<file path="src/rtl/assert_macros.svh">
// Assertion helpers used by the allocator RTL.
`ifndef ASSERT_MACROS_SVH
`define ASSERT_MACROS_SVH

`ifndef NO_ASSERTIONS

// Checked while out of reset.
`define BSA_ASSERT(lbl, clk, rst_n, prop) \
    lbl: assert property (@(posedge clk) disable iff (!rst_n) prop) \
        else $error("bitmap_slot_allocator: assertion failed");

// Checked at every edge, reset included.
`define BSA_ASSERT_ALWAYS(lbl, clk, prop) \
    lbl: assert property (@(posedge clk) prop) \
        else $error("bitmap_slot_allocator: assertion failed");

`else

`define BSA_ASSERT(lbl, clk, rst_n, prop)
`define BSA_ASSERT_ALWAYS(lbl, clk, prop)

`endif

`endif

</file>
<file path="src/rtl/bsa_pkg.sv">
package bsa_pkg;

    // Most words that a 10-bit slot index can name.
    localparam int MAX_WORDS    = 32;
    localparam int WORD_BITS    = 32;
    localparam int SLOT_W       = 10;
    localparam int BIT_W        = 5;
    localparam int COUNT_W      = 6;

    localparam logic [WORD_BITS-1:0] WORD_FULL = '1;

    localparam logic OP_GET = 1'b0;
    localparam logic OP_PUT = 1'b1;

    typedef enum logic [1:0] {
        ST_OK    = 2'd0,
        ST_FULL  = 2'd1,
        ST_RANGE = 2'd2
    } t_status;

    // Position of the lowest clear bit; only meaningful for a word that is not full.
    function automatic logic [BIT_W-1:0] first_clear(input logic [WORD_BITS-1:0] word);
        logic [BIT_W-1:0] pos;
        pos = '0;
        for (int i = WORD_BITS - 1; i >= 0; i--) begin
            if (!word[i]) begin
                pos = BIT_W'(i);
            end
        end
        return pos;
    endfunction

endpackage

</file>
<file path="src/rtl/bsa_if.sv">
interface bsa_req_if;
    logic       valid;
    logic       ready;
    logic       op;
    logic [9:0] slot_index;

    modport source (output valid, output op, output slot_index, input ready);
    modport sink   (input valid, input op, input slot_index, output ready);
endinterface

interface bsa_rsp_if;
    logic       valid;
    logic       ready;
    logic [9:0] granted_slot;
    logic [1:0] status;

    modport source (output valid, output granted_slot, output status, input ready);
    modport sink   (input valid, input granted_slot, input status, output ready);
endinterface

interface bsa_cfg_if;
    logic       valid;
    logic       ready;
    logic [5:0] data;

    modport source (output valid, output data, input ready);
    modport sink   (input valid, input data, output ready);
endinterface

</file>
<file path="src/rtl/bsa_ram.sv">
module bsa_ram #(
    parameter int WIDTH = 32,
    parameter int DEPTH = 32
) (
    input  logic                                   i_clk,
    input  logic                                   i_wr_en,
    input  logic [((DEPTH > 1) ? $clog2(DEPTH) : 1)-1:0] i_wr_addr,
    input  logic [WIDTH-1:0]                       i_wr_data,
    input  logic                                   i_rd_en,
    input  logic [((DEPTH > 1) ? $clog2(DEPTH) : 1)-1:0] i_rd_addr,
    output logic [WIDTH-1:0]                       o_rd_data
);

    logic [WIDTH-1:0] r_mem [DEPTH];
    logic [WIDTH-1:0] r_rd_data;

    always_ff @(posedge i_clk) begin
        if (i_wr_en) begin
            r_mem[i_wr_addr] <= i_wr_data;
        end
        if (i_rd_en) begin
            r_rd_data <= r_mem[i_rd_addr];
        end
    end

    assign o_rd_data = r_rd_data;

endmodule

</file>
<file path="src/rtl/bitmap_slot_allocator.sv">
// Slot allocator over a bitmap held in a one-port-read RAM (one word of
// 32 slots per entry, bit set = used). Every transaction yields one
// response. For a put, or a get whose search hint points at a word with a
// free slot, the accept cycle issues the RAM read, and the next cycle finds
// or clears the bit, writes the word back and loads the response register.
// A new request is accepted only in idle. A get's scan reads one word per
// cycle, moving past each full word until it finds a free slot or passes
// words_in_use, which answers full. The response register lets a new request
// be accepted while a response waits; that request then holds in its last
// cycle until the response is taken. The bitmap reads as all free after
// reset through per-word valid flops, so no clearing pass is needed.
// words_in_use is saturated to MAP_WORDS and to 32.
`include "assert_macros.svh"

module bitmap_slot_allocator #(
    parameter int MAP_WORDS = 32
) (
    input  logic        i_clk,
    input  logic        i_rst_n,
    bsa_req_if.sink     i_req,
    bsa_cfg_if.sink     i_cfg,
    bsa_rsp_if.source   o_rsp
);
    import bsa_pkg::*;

    localparam int NWORDS = (MAP_WORDS < MAX_WORDS) ? MAP_WORDS : MAX_WORDS;
    localparam int AW     = (NWORDS > 1) ? $clog2(NWORDS) : 1;

    typedef enum logic [2:0] {
        S_IDLE = 3'b001,
        S_GET  = 3'b010,
        S_PUT  = 3'b100
    } t_state;

    t_state                 r_state, n_state;
    logic [COUNT_W-1:0]     r_hint, n_hint;
    logic [COUNT_W-1:0]     r_cfg;
    logic [AW-1:0]          r_addr, n_addr;
    logic [BIT_W-1:0]       r_bit, n_bit;
    logic                   r_put_ok, n_put_ok;
    logic [NWORDS-1:0]      r_valid, n_valid;
    logic                   r_out_valid, n_out_valid;
    logic [SLOT_W-1:0]      r_out_slot, n_out_slot;
    t_status                r_out_status, n_out_status;

    logic [COUNT_W-1:0]     w_count;
    logic [WORD_BITS-1:0]   w_rd_data;
    logic [WORD_BITS-1:0]   w_word;
    logic [WORD_BITS-1:0]   w_wr_data;
    logic                   w_wr_en;
    logic                   w_can_load;
    logic                   w_req_fire;
    logic                   w_in_range;
    logic [COUNT_W-1:0]     w_hint_next;
    logic [BIT_W-1:0]       w_free_bit;
    logic [COUNT_W-1:0]     w_put_word;

    assign w_count = (r_cfg > COUNT_W'(NWORDS)) ? COUNT_W'(NWORDS) : r_cfg;

    assign i_cfg.ready  = 1'b1;
    assign i_req.ready  = (r_state == S_IDLE);
    assign w_req_fire   = i_req.valid && i_req.ready;
    assign w_can_load   = !r_out_valid || o_rsp.ready;

    assign w_in_range   = {1'b0, i_req.slot_index} < {w_count, 5'b0};
    assign w_hint_next  = r_hint + COUNT_W'(1);
    // A word never written since reset reads as all free.
    assign w_word       = r_valid[r_addr] ? w_rd_data : '0;
    assign w_free_bit   = first_clear(w_word);
    assign w_put_word   = COUNT_W'(r_addr);

    always_comb begin
        n_state      = r_state;
        n_hint       = r_hint;
        n_addr       = r_addr;
        n_bit        = r_bit;
        n_put_ok     = r_put_ok;
        n_valid      = r_valid;
        n_out_valid  = r_out_valid;
        n_out_slot   = r_out_slot;
        n_out_status = r_out_status;
        w_wr_en      = 1'b0;
        w_wr_data    = w_word;

        if (o_rsp.valid && o_rsp.ready) begin
            n_out_valid = 1'b0;
        end

        unique case (r_state)
            S_IDLE: begin
                if (w_req_fire) begin
                    if (i_req.op == OP_GET) begin
                        n_addr  = r_hint[AW-1:0];
                        n_state = S_GET;
                    end else begin
                        n_addr   = i_req.slot_index[BIT_W+AW-1:BIT_W];
                        n_bit    = i_req.slot_index[BIT_W-1:0];
                        n_put_ok = w_in_range;
                        n_state  = S_PUT;
                    end
                end
            end
            S_GET: begin
                if (r_hint >= w_count) begin
                    if (w_can_load) begin
                        n_hint       = w_count;
                        n_out_valid  = 1'b1;
                        n_out_slot   = '0;
                        n_out_status = ST_FULL;
                        n_state      = S_IDLE;
                    end
                end else if (w_word != WORD_FULL) begin
                    if (w_can_load) begin
                        w_wr_en          = 1'b1;
                        w_wr_data        = w_word | (WORD_BITS'(1) << w_free_bit);
                        n_valid[r_addr]  = 1'b1;
                        n_out_valid      = 1'b1;
                        n_out_slot       = {r_hint[BIT_W-1:0], w_free_bit};
                        n_out_status     = ST_OK;
                        n_state          = S_IDLE;
                    end
                end else begin
                    // hint doubles as the scan pointer
                    n_hint = w_hint_next;
                    n_addr = w_hint_next[AW-1:0];
                end
            end
            S_PUT: begin
                if (w_can_load) begin
                    n_out_valid = 1'b1;
                    n_out_slot  = '0;
                    n_state     = S_IDLE;
                    if (r_put_ok) begin
                        w_wr_en         = 1'b1;
                        w_wr_data       = w_word & ~(WORD_BITS'(1) << r_bit);
                        n_valid[r_addr] = 1'b1;
                        n_out_status    = ST_OK;
                        if (r_hint > w_put_word) begin
                            n_hint = w_put_word;
                        end
                    end else begin
                        n_out_status = ST_RANGE;
                    end
                end
            end
            default: begin
                n_state = S_IDLE;
            end
        endcase
    end

    always_ff @(posedge i_clk) begin
        if (!i_rst_n) begin
            r_state     <= S_IDLE;
            r_hint      <= '0;
            r_cfg       <= COUNT_W'(MAX_WORDS);
            r_valid     <= '0;
            r_out_valid <= 1'b0;
        end else begin
            r_state     <= n_state;
            r_hint      <= n_hint;
            r_valid     <= n_valid;
            r_out_valid <= n_out_valid;
            if (i_cfg.valid && i_cfg.ready) begin
                r_cfg <= i_cfg.data;
            end
        end
    end

    always_ff @(posedge i_clk) begin
        r_addr       <= n_addr;
        r_bit        <= n_bit;
        r_put_ok     <= n_put_ok;
        r_out_slot   <= n_out_slot;
        r_out_status <= n_out_status;
    end

    // Read address follows the next scan position, so data lines up with r_addr.
    bsa_ram #(
        .WIDTH (WORD_BITS),
        .DEPTH (NWORDS)
    ) u_map (
        .i_clk     (i_clk),
        .i_wr_en   (w_wr_en),
        .i_wr_addr (r_addr),
        .i_wr_data (w_wr_data),
        .i_rd_en   (1'b1),
        .i_rd_addr (n_addr),
        .o_rd_data (w_rd_data)
    );

    assign o_rsp.valid        = r_out_valid;
    assign o_rsp.granted_slot = r_out_slot;
    assign o_rsp.status       = r_out_status;

    `BSA_ASSERT(a_wr_needs_slot, i_clk, i_rst_n, w_wr_en |-> (w_can_load && r_state != S_IDLE))
    `BSA_ASSERT(a_put_only_clears, i_clk, i_rst_n, (w_wr_en && r_state == S_PUT) |-> ((w_wr_data & ~w_word) == '0))
    `BSA_ASSERT(a_get_sets_one, i_clk, i_rst_n, (w_wr_en && r_state == S_GET) |-> ($countones(w_wr_data ^ w_word) == 1))
    `BSA_ASSERT(a_full_hint, i_clk, i_rst_n, (r_state == S_GET && r_hint >= w_count && w_can_load) |=> (r_hint == $past(w_count)))

endmodule

</file>
<file path="src/flat_wrapper.sv">
// flat-port wrapper written by rule: the top's interface ports become plain ports
module bitmap_slot_allocator_flat import bsa_pkg::*;
#(
    parameter int MAP_WORDS = 32
)
  (i_clk, i_rst_n, i_req_valid, i_req_op, i_req_slot_index, i_req_ready, i_cfg_valid, i_cfg_data, i_cfg_ready, o_rsp_valid, o_rsp_granted_slot, o_rsp_status, o_rsp_ready);
  bsa_req_if i_req_i ();
  bsa_cfg_if i_cfg_i ();
  bsa_rsp_if o_rsp_i ();
  input  logic i_clk;
  input  logic i_rst_n;
  input wire logic [$bits(i_req_i.valid)-1:0] i_req_valid;
  input wire logic [$bits(i_req_i.op)-1:0] i_req_op;
  input wire logic [$bits(i_req_i.slot_index)-1:0] i_req_slot_index;
  output wire logic [$bits(i_req_i.ready)-1:0] i_req_ready;
  input wire logic [$bits(i_cfg_i.valid)-1:0] i_cfg_valid;
  input wire logic [$bits(i_cfg_i.data)-1:0] i_cfg_data;
  output wire logic [$bits(i_cfg_i.ready)-1:0] i_cfg_ready;
  output wire logic [$bits(o_rsp_i.valid)-1:0] o_rsp_valid;
  output wire logic [$bits(o_rsp_i.granted_slot)-1:0] o_rsp_granted_slot;
  output wire logic [$bits(o_rsp_i.status)-1:0] o_rsp_status;
  input wire logic [$bits(o_rsp_i.ready)-1:0] o_rsp_ready;
  assign i_req_i.valid = i_req_valid;
  assign i_req_i.op = i_req_op;
  assign i_req_i.slot_index = i_req_slot_index;
  assign i_req_ready = i_req_i.ready;
  assign i_cfg_i.valid = i_cfg_valid;
  assign i_cfg_i.data = i_cfg_data;
  assign i_cfg_ready = i_cfg_i.ready;
  assign o_rsp_valid = o_rsp_i.valid;
  assign o_rsp_granted_slot = o_rsp_i.granted_slot;
  assign o_rsp_status = o_rsp_i.status;
  assign o_rsp_i.ready = o_rsp_ready;
  bitmap_slot_allocator #(.MAP_WORDS(MAP_WORDS)) u_core (.i_clk(i_clk), .i_rst_n(i_rst_n), .i_req(i_req_i), .i_cfg(i_cfg_i), .o_rsp(o_rsp_i));
endmodule
</file>
<file path="config.mk">
export PLATFORM = sky130hd
export DESIGN_NAME = bitmap_slot_allocator_flat
export DESIGN_NICKNAME = d
export VERILOG_FILES = /design/src/rtl/bsa_pkg.sv /design/src/rtl/bsa_if.sv /design/src/rtl/bsa_ram.sv /design/src/rtl/bitmap_slot_allocator.sv /design/src/flat_wrapper.sv
export VERILOG_INCLUDE_DIRS = /design/src /design/src/rtl
export SDC_FILE = /design/constraint.sdc
export NUM_CORES = 2
export LEC_CHECK = 0
export ABC_CLOCK_PERIOD_IN_PS = 6200
export BUFFER_PORTS_ARGS = -buffer_cell sky130_fd_sc_hd__buf_2
export CAP_MARGIN = 20
export CORE_AREA = 2 2 268 270
export CTS_BUF_LIST = sky130_fd_sc_hd__clkbuf_8
export DETAILED_ROUTE_END_ITERATION = 8
export DIE_AREA = 0 0 270 272
export GPL_TIMING_DRIVEN = 0
export PLACE_DENSITY = 0.89
export SYNTH_ARGS = -nofsm -noshare
export SYNTH_HDL_FRONTEND = slang
export SYNTH_HIERARCHICAL = 1
export SYNTH_SLANG_ARGS = --single-unit
</file>
<file path="constraint.sdc">
create_clock -name i_clk -period 6.2 [get_ports i_clk]
set_clock_uncertainty 0.1 [all_clocks]
set_input_delay 0.93 -clock i_clk [delete_from_list [all_inputs] [get_ports i_clk]]
set_output_delay 0.93 -clock i_clk [all_outputs]
set_load 0.005 [all_outputs]
</file>
==> metrics.md <==
| Metric | Value |
|---|---|
| Vias per cell | 6.71 |
| Crit path depth | 13 |
| Maximum root-to-sink buffer count | 3 |
| Hold path depth | 1 |
| Drt drc | 0 |
| Largest net degree at the start of global routing | 33 |
| First-pass DRT Iterations | 7 |
| Count leader, synth | edfxtp_1 |
| Post-cts sizing count | 0 |
| Post-Syn Area | 45500 um2 |
| Postcts setup bufs | 0 |
| WL per Instance | 28.3 um |
| Dpl cells | 3886 |
| Reg-to-reg critical path startpoint | u_core/r_addr[3] |
| Final Power | 16.9 mW |
| Layout Nets | 3144 |
| Max_cap viols | 0 |
| RSZ-0062 raised after global routing | no |
| DP HPWL | 77700 um |
| Clk slew on worst S/H paths | 0.06 ns |
| R2r setup slk | 0.18 ns |
| Sequential fraction of the synthesis area | 0.732 |
| Vias in the first global route | 27.8k |
| P_leak | 17.2 nW |
| Clk Latency, worst-skew pair | 0.83 ns |
| Top post-synthesis cells by area | edfxtp_1 (71%), mux2i_1 (12%), dfxtp_1 (2.3%) |
| Total track usage | 0.319 |
| Yosys warns | 6 |
| Worst path top cell family by delay | compound AO/OA/AOI/OAI gates |
| Floorplan row count | 98 |
| Largest stage delay, worst path | 0.77 ns |
| Synth Flop Type | edfxtp_1 |
| Root Buffer | clkbuf_8 |
| R2R cell count | 13 |
| Post-DRT Antenna Nets | 0 |
| Final Max Slew Viols | 0 |
| Post-synth top area share | 0.708 |
| Syn Inst Count | 2811 |
| Post-synth ARST share | 0 |
| VDD IR max | 0.205 mV |
| CTS Buf Count | 168 |
| Remaining global-route overflow | 0 |
| Final setup fails | 0 |
| Crit end category | flop |
| GP Congestion | 0.963 |
| Syn_area_per_cell | 16.2 um2 |
| Worst slew margin | 0.189 |
| Wirelength, routed | 118000 um |
| Synth cell types | 65 |
| Crit Path Class | reg2reg |
| F_max | 0.166 GHz |
| Layout cell share with drive strength beyond 1 | 0.147 |
| Pwr Density | 327 nW/um2 |
| Die area | 73400 um2 |
| Crit-path max FO | 10 |
| Non-Filler Instances | 4181 |
| Final period util | 0.971 |
| First-pass GRT wire length | 172000 um |
| Data required, critical path | 6.61 ns |
| CP Cell Sequence | buf_2 -> nor3b_1 -> a221oi_1 -> o21ai_1 -> o311ai_0 -> nor2_1 -> a221o_1 -> nor2b_1 -> clkbuf_1 -> a22o_1 -> nor3_1 -> a31oi_1 -> nand3_1 |
| Arrival @ worst endpoint | 6.43 ns |
| Worst path buffer plus inverter count | 2 |
| Iteration-0 DRC Markers | 4045 |
| Hold path startpoint | i_req_slot_index[2] |
| Hold Crit Class | in2reg |
| EDFF count, synth | 1074 |
| CTS Hold Bufs | 0 |
| I/O Buffers | 33 |
| Slew @ Worst Pin | 1.22 ns |
| Initial antenna violation count | 0 |
| Hold Vio Cnt, Final | 0 |
| Status | finished, final reports clean |
| Dominant cell type by area after synthesis | edfxtp_1 |
| Chip width | 270 um |
| Crit-path slowest cell | clkbuf_1 |
| H-Tree Depth | 4 |
| Core ar. | 70800 um2 |
| Register bit count reported by yosys | 1127 |
| Clock Sinks | 1127 |
| Die height | 272 um |
| Synth-to-layout area growth | 13.7% |
| CTS tree | built |
| Endpoint, Worst Hold | u_core/r_bit[2] |
| Post-synth top cells | edfxtp_1 (1074), mux2i_1 (536), nand2_1 (158) |
| Vias | 28.0k |
| RR Endpoint | u_core/u_map/o_rd_data[24] |
| Io pins | 37 |
| Critical path startpoint category | flop |
| Starting Density | 0.643 |
| Tmin final | 6.02 ns |
==> logic make-up after synthesis <==
family                   after synthesis  synth area share
flip-flops                          1127             0.732
multiplexers                         542             0.120
AND/OR/NAND/NOR                      474            0.0492
AO/OA/AOI/OAI                        466            0.0717
buffers and inverters                181            0.0223
adder cells (fa/ha/maj)               16           0.00440
XOR/XNOR                               4          0.000770
other                                  1         0.0000824
==> per-stage QoR <==
step | utilization | hold WS [ns] | setup TNS (ns) | area, um2 | setup slack [ns]
floorplan | - | 0.324 | 0 | 45600 | 1.29
global placement | 0.664 | 0.335 | -705.82 | 47000 | -1.02
detailed placement | 0.689 | 0.341 | 0 | 48700 | 0.328
CTS | 0.731 | 0.139 | 0 | 51700 | 0.295
global route | 0.731 | 0.153 | 0 | 51700 | 0.123
finish | 0.731 | 0.189 | 0 | 51700 | 0.181
==> metal layers <==
layer	wire, um	global-route usage
met2	56200	0.513
met3	13000	0.0715
met5	0	0
met1	42400	0.412
met4	6650	0.165
==> final cells by class <==
| cell class | instances | area [um2] |
|---|---|---|
| buffer | 164 | 951 |
| antenna | 3 | 7.51 |
| inverter | 17 | 63.8 |
| multi-input combinational | 1535 | 11900 |
| sequential | 1127 | 33300 |
| clock buffer | 176 | 2420 |
| timing repair buffer | 93 | 1350 |
| tap | 950 | 1190 |
| clock inverter | 116 | 583 |
| fill | 3972 | 19000 |
==> report_power, final <==
| part | switching [mW] | leakage [nW] | internal (mW) |
|---|---|---|---|
| Combinational | 1.73 | 5.20 | 0.802 |
| Sequential | 0.100 | 10.3 | 8.80 |
| Clock | 2.74 | 1.72 | 2.75 |
| Total | 4.57 | 17.2 | 12.3 |
==> layout by cell type, fill, tap and decap left out, types with 28 or more instances in the layout <==
master and count:
a22o_1 64, clkbuf_1 60, clkinv_1 38, buf_8 28, edfxtp_1 1074, nand3_1 133
a22oi_1 97, nor3_1 39, nor2_1 34, o211ai_1 40, buf_4 35, conb_1 33
buf_2 69, a21oi_1 109, dfxtp_1 53, nor2_4 32, nand2_1 158, mux2i_1 536
inv_1 64, clkbuf_8 176, a31oi_1 36
==> sequential cells by signal (all words and copies together) (netlist names) <==
name / cells
u_core/u_map/r_mem: 1024
u_core/r_valid: 32
u_core/u_map/o_rd_data: 32
u_core/o_rsp.granted_slot: 10
u_core/r_cfg: 6
u_core/r_hint: 6
u_core/r_addr: 5
u_core/r_bit: 5
u_core/r_state: 3
u_core/o_rsp.status: 2
u_core/o_rsp.valid: 1
u_core/r_put_ok: 1
==> worst max path at each step <==
stage | startpoint | endpoint | slack (ns)
5_1_grt | u_core/r_addr[3] | u_core/u_map/o_rd_data[24] | 0.12
3_3_place_gp | u_core/r_addr[3] | u_core/u_map/r_mem[1][8] | -1.02
6_report | u_core/r_addr[3] | u_core/u_map/o_rd_data[24] | 0.18
4_1_cts | u_core/r_addr[3] | u_core/u_map/o_rd_data[31] | 0.30
2_1_floorplan | u_core/r_addr[0] | u_core/u_map/r_mem[28][0] | 1.29
3_5_place_dp | u_core/r_addr[3] | u_core/u_map/o_rd_data[31] | 0.33
Power figures use the tool's default switching activity.
